--- config.mk ---
export PLATFORM = sky130hd
export DESIGN_NAME = heading_pid_turn_controller_top
export DESIGN_NICKNAME = d
export VERILOG_FILES = /design/src/rtl/hptc_pkg.sv /design/src/rtl/hptc_serial_unit.sv /design/src/rtl/heading_pid_turn_controller_top.sv
export SDC_FILE = /design/constraint.sdc
export NUM_CORES = 2
export LEC_CHECK = 0
export BUFFER_PORTS_ARGS = -buffer_cell sky130_fd_sc_hd__buf_2
export CAP_MARGIN = 20
export CORE_ASPECT_RATIO = 0.7
export CORE_UTILIZATION = 45
export CTS_BUF_LIST = sky130_fd_sc_hd__clkbuf_8
export DETAILED_ROUTE_END_ITERATION = 12
export PLACE_DENSITY = 0.6
export SLEW_MARGIN = 20
export SYNTH_ARGS = -nofsm -noshare
export SYNTH_HDL_FRONTEND = slang
export SYNTH_SLANG_ARGS = --single-unit
--- constraint.sdc ---
create_clock -name aclk -period 11.3 [get_ports aclk]
set_input_delay 1.13 -clock aclk [delete_from_list [all_inputs] [get_ports aclk]]
set_output_delay 1.13 -clock aclk [all_outputs]
set_load 0.03 [all_outputs]
--- src/rtl/hptc_pkg.sv ---
package hptc_pkg;

    localparam int NUM_W  = 56;
    localparam int DEN_W  = 24;
    localparam int PROD_W = 80;
    localparam int TERM_W = 66;
    localparam int CNT_W  = $clog2(NUM_W);

    localparam int CFG_IDX_W = 3;
    localparam logic [CFG_IDX_W-1:0] CFG_TARGET = 3'd0;
    localparam logic [CFG_IDX_W-1:0] CFG_KP     = 3'd1;
    localparam logic [CFG_IDX_W-1:0] CFG_KI     = 3'd2;
    localparam logic [CFG_IDX_W-1:0] CFG_KD     = 3'd3;
    localparam logic [CFG_IDX_W-1:0] CFG_FF     = 3'd4;

    localparam logic REQ_BEGIN  = 1'b0;
    localparam logic REQ_UPDATE = 1'b1;

    localparam logic [DEN_W-1:0] I_DIVISOR = 24'd2000000;
    localparam int D_SCALE = 15625;
    localparam int D_SHIFT = 21;
    localparam int I_SHIFT = 15;
    localparam int P_SHIFT = 16;

    typedef enum logic {
        OP_MUL,
        OP_DIV
    } hptc_op_t;

    typedef struct packed {
        logic     start;
        hptc_op_t op;
    } hptc_cmd_t;

    typedef struct packed {
        logic busy;
        logic done;
        logic rem_nz;
    } hptc_sts_t;

endpackage

--- src/rtl/hptc_serial_unit.sv ---
module hptc_serial_unit (
    input  logic                          aclk,
    input  logic                          aresetn,
    input  hptc_pkg::hptc_cmd_t           cmd,
    input  logic [hptc_pkg::NUM_W-1:0]    op_a,
    input  logic [hptc_pkg::DEN_W-1:0]    op_b,
    output hptc_pkg::hptc_sts_t           sts,
    output logic [hptc_pkg::PROD_W-1:0]   prod,
    output logic [hptc_pkg::NUM_W-1:0]    quot
);

    localparam int NW = hptc_pkg::NUM_W;
    localparam int DW = hptc_pkg::DEN_W;
    localparam int PW = hptc_pkg::PROD_W;
    localparam int CW = hptc_pkg::CNT_W;

    logic                busy_reg, busy_next;
    logic                done_reg, done_next;
    hptc_pkg::hptc_op_t  op_reg, op_next;
    logic [CW-1:0]       cnt_reg, cnt_next;
    logic [PW-1:0]       mcand_reg, mcand_next;
    logic [PW-1:0]       acc_reg, acc_next;
    logic [DW-1:0]       b_reg, b_next;
    logic [DW-1:0]       rem_reg, rem_next;
    logic [NW-1:0]       quot_reg, quot_next;
    logic [DW:0]         trial;
    logic [DW:0]         trial_sub;
    logic                trial_ge;

    always_comb begin
        busy_next  = busy_reg;
        done_next  = 1'b0;
        op_next    = op_reg;
        cnt_next   = cnt_reg;
        mcand_next = mcand_reg;
        acc_next   = acc_reg;
        b_next     = b_reg;
        rem_next   = rem_reg;
        quot_next  = quot_reg;
        trial      = {rem_reg, quot_reg[NW-1]};
        trial_sub  = trial - {1'b0, b_reg};
        trial_ge   = (trial >= {1'b0, b_reg});
        if (cmd.start) begin
            busy_next  = 1'b1;
            op_next    = cmd.op;
            cnt_next   = CW'(NW - 1);
            mcand_next = PW'(op_a);
            acc_next   = '0;
            b_next     = op_b;
            rem_next   = '0;
            quot_next  = op_a;
        end else if (busy_reg) begin
            unique case (op_reg)
                hptc_pkg::OP_MUL: begin
                    if (b_reg == '0) begin
                        busy_next = 1'b0;
                        done_next = 1'b1;
                    end else begin
                        if (b_reg[0]) acc_next = acc_reg + mcand_reg;
                        mcand_next = {mcand_reg[PW-2:0], 1'b0};
                        b_next     = {1'b0, b_reg[DW-1:1]};
                    end
                end
                hptc_pkg::OP_DIV: begin
                    rem_next  = trial_ge ? trial_sub[DW-1:0] : trial[DW-1:0];
                    quot_next = {quot_reg[NW-2:0], trial_ge};
                    if (cnt_reg == '0) begin
                        busy_next = 1'b0;
                        done_next = 1'b1;
                    end else begin
                        cnt_next = cnt_reg - 1'b1;
                    end
                end
                default: ;
            endcase
        end
    end

    always_ff @(posedge aclk) begin
        if (!aresetn) begin
            busy_reg <= 1'b0;
            done_reg <= 1'b0;
            op_reg   <= hptc_pkg::OP_MUL;
            cnt_reg  <= '0;
        end else begin
            busy_reg <= busy_next;
            done_reg <= done_next;
            op_reg   <= op_next;
            cnt_reg  <= cnt_next;
        end
        mcand_reg <= mcand_next;
        acc_reg   <= acc_next;
        b_reg     <= b_next;
        rem_reg   <= rem_next;
        quot_reg  <= quot_next;
    end

    assign sts  = '{busy: busy_reg, done: done_reg, rem_nz: |rem_reg};
    assign prod = acc_reg;
    assign quot = quot_reg;

endmodule

--- src/rtl/heading_pid_turn_controller_top.sv ---
// channel  | dir | ports                  | word
// input    | in  | s_tvalid/s_tready      | s_tdata: heading[15:0], interval_us[31:16];
//          |     |                        | s_tuser: req_type
// result   | out | m_tvalid/m_tready      | m_tdata: left_power[15:0], right_power[31:16],
//          |     |                        | turn_done[32], zero fill above
// config   | in  | cfg_wr_en              | cfg_addr index, cfg_wr_data value
//
// Begin word: goes straight to the result stage. Update word: wrap steps, 3 divides
// (the first skipped when the begin offset is zero) and 4 multiplies on the shared
// bit-serial multiply/divide unit. One word in flight; s_tready high only when idle.
// Result held in the output register until taken. aresetn synchronous, active low.
module heading_pid_turn_controller_top #(
    parameter int HEADING_FRAC_BITS = 7,
    parameter int GAIN_FRAC_BITS    = 16
) (
    input  logic        aclk,
    input  logic        aresetn,
    input  logic        s_tvalid,
    output logic        s_tready,
    input  logic [31:0] s_tdata,   // heading[15:0], interval_us[31:16]
    input  logic [0:0]  s_tuser,   // req_type
    output logic        m_tvalid,
    input  logic        m_tready,
    output logic [39:0] m_tdata,   // left_power[15:0], right_power[31:16], turn_done[32]
    input  logic        cfg_wr_en,
    input  logic [hptc_pkg::CFG_IDX_W-1:0] cfg_addr,
    input  logic [23:0] cfg_wr_data
);

    localparam int NW      = hptc_pkg::NUM_W;
    localparam int DW      = hptc_pkg::DEN_W;
    localparam int PW      = hptc_pkg::PROD_W;
    localparam int TW      = hptc_pkg::TERM_W;
    localparam int FULL    = 360 << HEADING_FRAC_BITS;
    localparam int HALF    = 180 << HEADING_FRAC_BITS;
    localparam int EW      = $clog2(FULL) + 2;
    localparam int DONE_LIM = 2 << HEADING_FRAC_BITS;
    localparam int P_SH    = GAIN_FRAC_BITS + 1;
    localparam int ID_SH   = GAIN_FRAC_BITS + HEADING_FRAC_BITS;
    localparam logic signed [EW-1:0] FULL_C = EW'(FULL);
    localparam logic signed [EW-1:0] HALF_C = EW'(HALF);
    localparam logic signed [15:0]   LIM_C  = 16'(DONE_LIM);
    localparam logic [PW-1:0]        PROD_LIM = PW'(1) << 62;

    typedef enum logic [3:0] {
        ST_IDLE, ST_WRAP, ST_PDIV, ST_PMUL, ST_IMUL, ST_IDIV,
        ST_IMUL2, ST_DDIV, ST_DMUL, ST_SUM, ST_FIN
    } state_t;

    state_t             state_reg, state_next;
    logic               go_reg, go_next;
    logic signed [15:0] target_reg, target_next;
    logic [23:0]        kp_reg, kp_next;
    logic [23:0]        ki_reg, ki_next;
    logic [23:0]        kd_reg, kd_next;
    logic [14:0]        ff_reg, ff_next;
    logic signed [16:0] sd_reg, sd_next;
    logic signed [15:0] prev_reg, prev_next;
    logic signed [39:0] iacc_reg, iacc_next;
    logic               done_reg, done_next;
    logic signed [EW-1:0] werr_reg, werr_next;
    logic signed [15:0] e_reg, e_next;
    logic [15:0]        dt_reg, dt_next;
    logic [NW-1:0]      mag_reg, mag_next;
    logic               neg_reg, neg_next;
    logic signed [TW-1:0] sum_reg, sum_next;
    logic [32:0]        res_reg, res_next;
    logic               m_tvalid_reg, m_tvalid_next;
    logic [39:0]        m_tdata_reg, m_tdata_next;

    hptc_pkg::hptc_cmd_t cmd;
    hptc_pkg::hptc_sts_t sts;
    logic [NW-1:0]      op_a;
    logic [DW-1:0]      op_b;
    logic [PW-1:0]      prod;
    logic [NW-1:0]      quot;

    logic               in_acc;
    logic signed [15:0] in_head;
    logic [15:0]        e_abs;
    logic [16:0]        sd_abs;
    logic signed [16:0] s_sum;
    logic [16:0]        s_abs;
    logic signed [16:0] d_diff;
    logic [16:0]        d_abs;
    logic [39:0]        iacc_abs;
    logic [30:0]        dmul;
    logic signed [41:0] m42;
    logic signed [41:0] iacc_sum;
    logic [PW-1:0]      d_mag;
    logic signed [66:0] pw67;
    logic signed [66:0] ff67;
    logic signed [66:0] left67;
    logic signed [66:0] right67;
    logic signed [15:0] e_wrapped;

    function automatic logic signed [TW-1:0] scale_term(input logic [PW-1:0] m,
                                                        input logic neg, input int sh);
        logic signed [PW:0] v;
        begin
            v = neg ? -$signed({1'b0, m}) : $signed({1'b0, m});
            v = v >>> sh;
            return $signed(v[TW-1:0]);
        end
    endfunction

    function automatic logic [15:0] sat16(input logic signed [66:0] v);
        begin
            if (v > 67'sd32767) return 16'h7fff;
            else if (v < -67'sd32768) return 16'h8000;
            else return v[15:0];
        end
    endfunction

    hptc_serial_unit u_unit (
        .aclk    (aclk),
        .aresetn (aresetn),
        .cmd     (cmd),
        .op_a    (op_a),
        .op_b    (op_b),
        .sts     (sts),
        .prod    (prod),
        .quot    (quot)
    );

    assign s_tready = (state_reg == ST_IDLE);
    assign in_acc   = s_tvalid && s_tready;
    assign in_head  = $signed(s_tdata[15:0]);

    always_comb begin
        e_abs    = e_reg[15] ? 16'(-e_reg) : 16'(e_reg);
        sd_abs   = sd_reg[16] ? 17'(-sd_reg) : 17'(sd_reg);
        s_sum    = {e_reg[15], e_reg} + {prev_reg[15], prev_reg};
        s_abs    = s_sum[16] ? 17'(-s_sum) : 17'(s_sum);
        d_diff   = {e_reg[15], e_reg} - {prev_reg[15], prev_reg};
        d_abs    = d_diff[16] ? 17'(-d_diff) : 17'(d_diff);
        iacc_abs = iacc_reg[39] ? 40'(-iacc_reg) : 40'(iacc_reg);
        dmul     = 31'(d_abs) * 31'(hptc_pkg::D_SCALE);
        m42      = $signed({9'd0, prod[32:0]});
        iacc_sum = {{2{iacc_reg[39]}}, iacc_reg} + (s_sum[16] ? -m42 : m42);
        d_mag    = (prod > PROD_LIM) ? PROD_LIM : prod;
        pw67     = 67'(sum_reg);
        ff67     = $signed({52'd0, ff_reg});
        left67   = (sum_reg > 0) ? (pw67 + ff67) : (pw67 - ff67);
        right67  = (sum_reg > 0) ? (-pw67 - ff67) : (-pw67 + ff67);
        if (werr_reg > EW'(32767)) e_wrapped = 16'sh7fff;
        else if (werr_reg < -EW'(32768)) e_wrapped = -16'sh8000;
        else e_wrapped = werr_reg[15:0];
    end

    always_comb begin
        state_next    = state_reg;
        go_next       = go_reg;
        target_next   = target_reg;
        kp_next       = kp_reg;
        ki_next       = ki_reg;
        kd_next       = kd_reg;
        ff_next       = ff_reg;
        sd_next       = sd_reg;
        prev_next     = prev_reg;
        iacc_next     = iacc_reg;
        done_next     = done_reg;
        werr_next     = werr_reg;
        e_next        = e_reg;
        dt_next       = dt_reg;
        mag_next      = mag_reg;
        neg_next      = neg_reg;
        sum_next      = sum_reg;
        res_next      = res_reg;
        m_tvalid_next = m_tvalid_reg && !m_tready;
        m_tdata_next  = m_tdata_reg;
        cmd           = '{start: 1'b0, op: hptc_pkg::OP_MUL};
        op_a          = '0;
        op_b          = '0;

        if (cfg_wr_en) begin
            unique case (cfg_addr)
                hptc_pkg::CFG_TARGET: target_next = $signed(cfg_wr_data[15:0]);
                hptc_pkg::CFG_KP:     kp_next = cfg_wr_data;
                hptc_pkg::CFG_KI:     ki_next = cfg_wr_data;
                hptc_pkg::CFG_KD:     kd_next = cfg_wr_data;
                hptc_pkg::CFG_FF:     ff_next = cfg_wr_data[14:0];
                default: ;
            endcase
        end

        unique case (state_reg)
            ST_IDLE: begin
                if (in_acc) begin
                    if (s_tuser[0] == hptc_pkg::REQ_BEGIN) begin
                        sd_next    = {in_head[15], in_head} - {target_reg[15], target_reg};
                        prev_next  = '0;
                        iacc_next  = '0;
                        done_next  = 1'b0;
                        res_next   = '0;
                        state_next = ST_FIN;
                    end else begin
                        werr_next  = EW'(target_reg) - EW'(in_head);
                        dt_next    = s_tdata[31:16];
                        sum_next   = '0;
                        state_next = ST_WRAP;
                    end
                end
            end
            ST_WRAP: begin
                if (werr_reg >= HALF_C) begin
                    werr_next = werr_reg - FULL_C;
                end else if (werr_reg < -HALF_C) begin
                    werr_next = werr_reg + FULL_C;
                end else begin
                    e_next     = e_wrapped;
                    go_next    = 1'b1;
                    state_next = ST_PDIV;
                end
            end
            ST_PDIV: begin
                op_a = NW'(e_abs) << hptc_pkg::P_SHIFT;
                op_b = DW'(sd_abs);
                if (go_reg) begin
                    if (sd_reg == '0) begin
                        mag_next   = (e_reg > 0) ? NW'(32'h7fff_ffff)
                                   : ((e_reg < 0) ? NW'(32'h8000_0000) : '0);
                        neg_next   = e_reg[15];
                        state_next = ST_PMUL;
                    end else begin
                        cmd     = '{start: 1'b1, op: hptc_pkg::OP_DIV};
                        go_next = 1'b0;
                    end
                end else if (sts.done) begin
                    mag_next   = quot;
                    neg_next   = e_reg[15] ^ sd_reg[16];
                    go_next    = 1'b1;
                    state_next = ST_PMUL;
                end
            end
            ST_PMUL: begin
                op_a = mag_reg;
                op_b = kp_reg;
                if (go_reg) begin
                    cmd     = '{start: 1'b1, op: hptc_pkg::OP_MUL};
                    go_next = 1'b0;
                end else if (sts.done) begin
                    sum_next   = sum_reg + scale_term(prod, neg_reg, P_SH);
                    go_next    = 1'b1;
                    state_next = ST_IMUL;
                end
            end
            ST_IMUL: begin
                op_a = NW'(s_abs);
                op_b = DW'(dt_reg);
                if (go_reg) begin
                    cmd     = '{start: 1'b1, op: hptc_pkg::OP_MUL};
                    go_next = 1'b0;
                end else if (sts.done) begin
                    if (iacc_sum > 42'sh7f_ffff_ffff) iacc_next = 40'sh7f_ffff_ffff;
                    else if (iacc_sum < -42'sh80_0000_0000) iacc_next = 40'sh80_0000_0000;
                    else iacc_next = iacc_sum[39:0];
                    go_next    = 1'b1;
                    state_next = ST_IDIV;
                end
            end
            ST_IDIV: begin
                op_a = NW'(iacc_abs) << hptc_pkg::I_SHIFT;
                op_b = hptc_pkg::I_DIVISOR;
                if (go_reg) begin
                    cmd     = '{start: 1'b1, op: hptc_pkg::OP_DIV};
                    go_next = 1'b0;
                end else if (sts.done) begin
                    mag_next   = quot + NW'(iacc_reg[39] && sts.rem_nz);
                    neg_next   = iacc_reg[39];
                    go_next    = 1'b1;
                    state_next = ST_IMUL2;
                end
            end
            ST_IMUL2: begin
                op_a = mag_reg;
                op_b = ki_reg;
                if (go_reg) begin
                    cmd     = '{start: 1'b1, op: hptc_pkg::OP_MUL};
                    go_next = 1'b0;
                end else if (sts.done) begin
                    sum_next   = sum_reg + scale_term(prod, neg_reg, ID_SH);
                    go_next    = 1'b1;
                    state_next = ST_DDIV;
                end
            end
            ST_DDIV: begin
                op_a = NW'(dmul) << hptc_pkg::D_SHIFT;
                op_b = (dt_reg == '0) ? DW'(1) : DW'(dt_reg);
                if (go_reg) begin
                    cmd     = '{start: 1'b1, op: hptc_pkg::OP_DIV};
                    go_next = 1'b0;
                end else if (sts.done) begin
                    mag_next   = quot + NW'(d_diff[16] && sts.rem_nz);
                    neg_next   = d_diff[16];
                    go_next    = 1'b1;
                    state_next = ST_DMUL;
                end
            end
            ST_DMUL: begin
                op_a = mag_reg;
                op_b = kd_reg;
                if (go_reg) begin
                    cmd     = '{start: 1'b1, op: hptc_pkg::OP_MUL};
                    go_next = 1'b0;
                end else if (sts.done) begin
                    sum_next   = sum_reg + scale_term(d_mag, neg_reg, ID_SH);
                    state_next = ST_SUM;
                end
            end
            ST_SUM: begin
                prev_next = e_reg;
                if (e_reg < LIM_C && e_reg > -LIM_C) done_next = 1'b1;
                res_next   = {done_reg || (e_reg < LIM_C && e_reg > -LIM_C),
                              sat16(right67), sat16(left67)};
                state_next = ST_FIN;
            end
            ST_FIN: begin
                if (!m_tvalid_reg || m_tready) begin
                    m_tdata_next  = {7'd0, res_reg};
                    m_tvalid_next = 1'b1;
                    state_next    = ST_IDLE;
                end
            end
            default: state_next = ST_IDLE;
        endcase
    end

    always_ff @(posedge aclk) begin
        if (!aresetn) begin
            state_reg    <= ST_IDLE;
            go_reg       <= 1'b0;
            target_reg   <= '0;
            kp_reg       <= '0;
            ki_reg       <= '0;
            kd_reg       <= '0;
            ff_reg       <= '0;
            sd_reg       <= '0;
            prev_reg     <= '0;
            iacc_reg     <= '0;
            done_reg     <= 1'b0;
            m_tvalid_reg <= 1'b0;
        end else begin
            state_reg    <= state_next;
            go_reg       <= go_next;
            target_reg   <= target_next;
            kp_reg       <= kp_next;
            ki_reg       <= ki_next;
            kd_reg       <= kd_next;
            ff_reg       <= ff_next;
            sd_reg       <= sd_next;
            prev_reg     <= prev_next;
            iacc_reg     <= iacc_next;
            done_reg     <= done_next;
            m_tvalid_reg <= m_tvalid_next;
        end
        werr_reg    <= werr_next;
        e_reg       <= e_next;
        dt_reg      <= dt_next;
        mag_reg     <= mag_next;
        neg_reg     <= neg_next;
        sum_reg     <= sum_next;
        res_reg     <= res_next;
        m_tdata_reg <= m_tdata_next;
    end

    assign m_tvalid = m_tvalid_reg;
    assign m_tdata  = m_tdata_reg;

endmodule

# Word-level counts from Yosys, hierarchy flattened
# Cells that the tools add are included.
# word_totals
elab_cells	306
out_inout_bits	42
inputBits	65
regBits	695
# op_classes
n_bitwise	9
multipliers	1
addsub	28
n_mux	127
order_cmp	17
eq_ne	39
n_reduce_logical	54
# op_table
operator	count
56-bit two-way mux	14
66-bit two-way mux	8
40-bit two-way mux	7
56-bit one-hot mux with 5 select lines	1
66-bit one-hot mux with 4 select lines	1
24-bit one-hot mux with 7 select lines	1
56-bit one-hot mux with 3 select lines	1
81-bit two-way mux	2
80-bit negator with 81-bit output	2
16-bit two-way mux	9
67-bit by 16-bit > comparator with 1-bit output, second input constant	2
67-bit by 16-bit < comparator with 1-bit output, second input constant	2
67-bit two-way mux	2
66-bit by 58-bit adder with 66-bit output	2
24-bit two-way mux	5
56-bit by 1-bit adder with 56-bit output	2
80-bit adder	1
80-bit by 63-bit > comparator with 1-bit output, second input constant	1
4-bit two-way mux	20
80-bit two-way mux	1
40-bit one-hot mux with 2 select lines	1
18-bit two-way mux	4
66-bit by 16-bit adder with 67-bit output	1
67-bit by 16-bit adder with 67-bit output	1
other kinds (79)	184

# Longest topological paths before layout
# depth
word_depth	9
depth_mapped	40
ltp_nobuf	39

# Modules after synthesis
# From an unflattened synthesis, not the netlist that was laid out.
# unflattened
hier_cells	8029
area_unflattened_um2	64050.2
# modules_own_cells
mod	cells_per_inst	area_each_um2	seq_area_each_um2	instances
heading_pid_turn_controller_top	6029	47062.6	10840.4	1
hptc_serial_unit	2000	16987.5	6826.5	1

# Least setup slack after synthesis
# No wires, ideal clock.
# synth_timing
path_type	register to register
startpoint	register e_reg[0]
endpoint	register u_unit.mcand_reg[44] (data pin)
path_buffers	1
setup_ps	254
t_arrival_ps	8563
stages_incl_launch_ff	38
period_less_slack_ps	8817
setup_slack_ps	2483
required_time_ps	11046
path_cell_list	edfxtp_1 -> inv_1 -> ha_1 -> fa_1 -> nor2b_1 -> o21ai_0 -> a21boi_0 -> o21ai_0 -> a21boi_0 -> o2111ai_1 -> a31oi_1 -> a41oi_1 -> a31oi_1 -> clkbuf_1 -> inv_1 -> o21ai_1 -> fa_1 -> fa_1 -> (+2 left out) -> xnor2_1 -> ha_1 -> inv_1 -> fa_1 -> inv_1 -> ha_1 -> a21oi_1 -> nor2b_1 -> a311o_1 -> a21o_1 -> a21o_1 -> a21oi_1 -> o31ai_1 -> a21oi_1 -> o21bai_1 -> xnor2_1 -> o21ai_0 -> o21a_1
# synth_via
elab_chain_len	6
# synth_rtl
element	line_no	text
start: declaration	heading_pid_turn_controller_top.sv:62	logic signed [15:0] e_reg, e_next;
start signal: assignment	heading_pid_turn_controller_top.sv:358	e_reg <= e_next;
16-bit by 16-bit subtractor with 17-bit output *	heading_pid_turn_controller_top.sv:135	d_diff = {e_reg[15], e_reg} - {prev_reg[15], prev_reg};
17-bit negator	heading_pid_turn_controller_top.sv:136	d_abs = d_diff[16] ? 17'(-d_diff) : 17'(d_diff);
17-bit two-way mux *	heading_pid_turn_controller_top.sv:136	
17-bit by 14-bit multiplier with 31-bit output *	heading_pid_turn_controller_top.sv:138	dmul = 31'(d_abs) * 31'(hptc_pkg::D_SCALE);
56-bit one-hot mux with 5 select lines *	heading_pid_turn_controller_top.sv:187	unique case (state_reg)
56-bit two-way mux *	hptc_serial_unit.sv:43	if (cmd.start) begin
net u_unit.mcand_next[44]	hptc_serial_unit.sv:21	logic [PW-1:0] mcand_reg, mcand_next;
end signal: assignment	hptc_serial_unit.sv:91	mcand_reg <= mcand_next;
end: declaration	hptc_serial_unit.sv:21	
# The timed path passes the listed nets; every way through them passes the cells marked *.
# A chain may end at the register's enable or synchronous reset.

# Worst setup path after layout
# layout_timing
startpoint	register sum_reg[16]
endpoint	register res_reg[29] (data pin)
# layout_via
elab_chain_len	7
elab_cells_between_ends	10
classes_between	add/sub (3); order compare (3); mux (4)
# layout_rtl
element	line_no	text
start: declaration	heading_pid_turn_controller_top.sv:66	logic signed [TW-1:0] sum_reg, sum_next;
start signal: assignment	heading_pid_turn_controller_top.sv:362	sum_reg <= sum_next;
66-bit negator with 67-bit output	heading_pid_turn_controller_top.sv:145	right67 = (sum_reg > 0) ? (-pw67 - ff67) : (-pw67 + ff67);
67-bit by 16-bit adder with 67-bit output / 67-bit by 16-bit subtractor with 67-bit output (equally long branches)	heading_pid_turn_controller_top.sv:145	
67-bit two-way mux *	heading_pid_turn_controller_top.sv:145	
67-bit by 16-bit < comparator with 1-bit output	heading_pid_turn_controller_top.sv:110	else if (v < -67'sd32768) return 16'h8000;
16-bit two-way mux	heading_pid_turn_controller_top.sv:110	
16-bit two-way mux *	heading_pid_turn_controller_top.sv:109	if (v > 67'sd32767) return 16'h7fff;
33-bit one-hot mux with 2 select lines *	heading_pid_turn_controller_top.sv:187	
end signal: assignment	heading_pid_turn_controller_top.sv:363	res_reg <= res_next;
end: declaration	heading_pid_turn_controller_top.sv:67	logic [32:0] res_reg, res_next;
# Mark *: on every way between the ends. The rest lies on a longest branch, timed or not.

==> impl_metrics.env <==
export IMPL_status="completed"
export IMPL_setup_violations=0
export IMPL_start_util_pct=45.5
export IMPL_synth_ff_latch_count=695
export IMPL_final_max_slew_violation_count=0
export IMPL_synth_top_family_by_area="compound AO/OA/AOI/OAI gates"
export IMPL_tns_ns=0
export IMPL_drc_errors=0
export IMPL_clockRootBuffer="clkbuf_8"
export IMPL_syn_to_final_growth_pct=7.30
export IMPL_cts_resized=0
export IMPL_synth_mux_area_share_pct=1.19
export IMPL_cts_htree_levels=3
export IMPL_fillers=13500
export IMPL_post_cts_buffers=0
export IMPL_startpoint_type="flip-flop"
export IMPL_rsz0062_at_grt="no"
export IMPL_slew_headroom_pct=14.0
export IMPL_synth_compound_area_share_pct=24.2
export IMPL_critPathMaxFanout=25
export IMPL_via_per_inst=6.11
export IMPL_hold_path_class="reg2reg"
export IMPL_period_share_pct=89.9
export IMPL_grt_pass1_vias=53000
export IMPL_power_mw=23.5
export IMPL_worstHoldStart="res_reg[13]"
export IMPL_drive_above_1_share_pct=5.80
export IMPL_syn_area_per_cell_sq_um=8.11
export IMPL_dpl_hpwl_mm=173
export IMPL_tightest_slew_ns=1.28
export IMPL_routed_wl_mm=219
export IMPL_via_count=58000
export IMPL_crit_path_end_kind="flip-flop"
export IMPL_cpMostUsedCell="nor3_1"
export IMPL_row_count=113
export IMPL_fin_hold_ws_ns=0.404
export IMPL_ant_nets=0
export IMPL_grt_max_degree=95
export IMPL_slowest_delay_ns=0.75
export IMPL_synth_edf_count=375
export IMPL_r2r_start="sum_reg[16]"
export IMPL_cpMaxStageDelayCell="xnor2_1"
export IMPL_layout_setup_ws_ns=1.14
export IMPL_cts_tree="done"
export IMPL_clk_latency_ns=0.88
export IMPL_synth_area_sq_um=61900
export IMPL_cts_sinks=695
export IMPL_route_detailed_wl_per_inst_um=23.1
export IMPL_placeableCoreArea_sq_um=136000
export IMPL_clk_pin_slew_ns=0.10
export IMPL_cts_buffers_inserted=114
export IMPL_grt_pass1_wl_mm=330
export IMPL_min_period_ns=10.16
export IMPL_synthArstFlopShare_pct=0
export IMPL_p_leak_nw=27.5
export IMPL_worst_setup_path_type="reg2reg"
export IMPL_critPathArrivalTime_ns=10.84
export IMPL_ioPinCount=107
export IMPL_skew_ns=0.0834
export IMPL_layout_commonest_cell="nand2_1"
export IMPL_drtIter0Drc=6338
export IMPL_die_h_um=312
export IMPL_design_die_area_sq_um=139000
export IMPL_path_delay_family="simple AND/OR/NAND/NOR gates"
export IMPL_max_freq_ghz=0.0985
export IMPL_hold_viol=0
export IMPL_yosys_cell_types_count=97
export IMPL_syn_inst=7626
export IMPL_pre_cts_ws_ns=1.26
export IMPL_ir_worst_vdd_mv=1.07
export IMPL_synthAdderAreaFrac_pct=12.8
export IMPL_numPortBuffers=99
export IMPL_synth_seq_area_share_pct=28.5
export IMPL_cp_buffers_inverters=2
export IMPL_cp_required_ns=11.98
export IMPL_power_density_nw_per_um2=354
export IMPL_cp_startpoint="sum_reg[16]"
export IMPL_place_congestion=1.01
export IMPL_synth_simple_gate_area_share_pct=19.6
export IMPL_yosys_warnings=0
export IMPL_place_inst=9277
export IMPL_synthXorXnorAreaFrac_pct=9.21
export IMPL_drt_pass1_iter_count=10
export IMPL_nets=8213
export IMPL_cts_buffer_depth=3
export IMPL_grt_usage_pct=30.5
export IMPL_die_w_um=445
export IMPL_layout_common_cells="nand2_1 (892), a21oi_1 (718), nor2_1 (685)"
export IMPL_cap_violations=0
export IMPL_antenna_found_initial=7
export IMPL_ctsHoldBuffers=0
export IMPL_grt_overflow=0
export IMPL_final_cells=9495
export IMPL_ys_flop_type="edfxtp_1"
-- worst reg2reg max path, cell delays in order (launching register included) --
cell      delay, ns
edfxtp_1       0.49
or4_1          0.61
nor3_1         0.22
nand2b_1       0.15
nor4_1         0.39
or3b_2         0.52
or4_1          0.56
or4_4          0.50
nor4_4         0.32
a21oi_2        0.35
nand2b_1       0.53
inv_1          0.40
ha_1           0.54
o21ai_0        0.15
nor2b_1        0.15
nor3_1         0.40
o21ai_0        0.22
a31oi_1        0.52
a31oi_1        0.38
o211a_1        0.43
nor3_1         0.26
or3_1          0.16
a21oi_1        0.12
xnor2_1        0.75
a21oi_1        0.09
buf_4          0.23
nor2_1         0.33
a21boi_0       0.27
-- report_power, final --
group | internal (mW) | switching, mW
combinational | 6.73 | 10.5
clock | 1.23 | 1.18
sequential | 3.28 | 0.641
total | 11.2 | 12.3
-- synth_stat cells (all sizes together) (82+ instances only) --
| library cell | number | share of area [%] |
|---|---|---|
| nand2 | 893 | 5.4 |
| a21oi | 720 | 5.8 |
| nor2 | 693 | 4.2 |
| ha | 533 | 11 |
| o21ai | 395 | 3.2 |
| xnor2 | 387 | 5.5 |
| edfxtp | 375 | 18 |
| inv | 372 | 2.3 |
| clkbuf | 336 | 2.1 |
| dfxtp | 320 | 10 |
| xor2 | 264 | 3.7 |
| a21o | 229 | 2.8 |
| nand3 | 171 | 1.4 |
| o21a | 142 | 1.7 |
| nor3 | 132 | 1.1 |
| nand4 | 94 | 0.97 |
| nand2b | 85 | 0.87 |
| nor4 | 82 | 0.88 |
-- per-layer routing --
| metal | up-vias | wire [um] | part of all wire [%] | global-route usage [%] |
|---|---|---|---|---|
| met2 | 2246 | 86700 | 40 | 42.3 |
| met4 | 6 | 5500 | 2.5 | 7.91 |
| met5 | - | 43 | 0.020 | 0 |
| met3 | 285 | 18400 | 8.4 | 4.87 |
| met1 | 27800 | 108000 | 49 | 48.0 |
| li1 | 27700 | - | - | - |
-- path summary, 6_finish.rpt --
path / endpoint / slack (ns) / cells after the start
min reg2reg: m_tdata[13] / 0.40 / 0
max: res_reg[29] / 1.14 / 27
min: m_tdata[13] / 0.40 / 0
max reg2reg: res_reg[29] / 1.14 / 27
-- area by class of cell --
type	instances	area (sq um)	share of cell area, %
clock inverter	85	614	0.925
clock buffer	131	1800	2.72
sequential	695	17700	26.6
antenna	1	2.50	0.00377
multi-input combinational	6203	41600	62.6
tap	1840	2300	3.47
timing repair buffer	167	1020	1.53
inverter	373	1400	2.11
-- stage by stage --
stage | utilization [%] | area (sq um)
after floorplan | - | 61900
after global placement | 47.0 | 63900
final | 48.8 | 66400
after detailed placement | 47.0 | 63900
after global routing | 48.8 | 66400
after CTS | 48.8 | 66400
-- cell families (layout without fill, tap and decap cells) --
kind of cell,Yosys count,after routing
fa+ha+maj,597,597
mux,73,73
flops,695,695
other cells,1,8
xor+xnor,651,651
buf+inv,734,756
compound gates,2296,2296
simple gates,2579,2579
No activity file was read; power rests on OpenSTA's default activity.
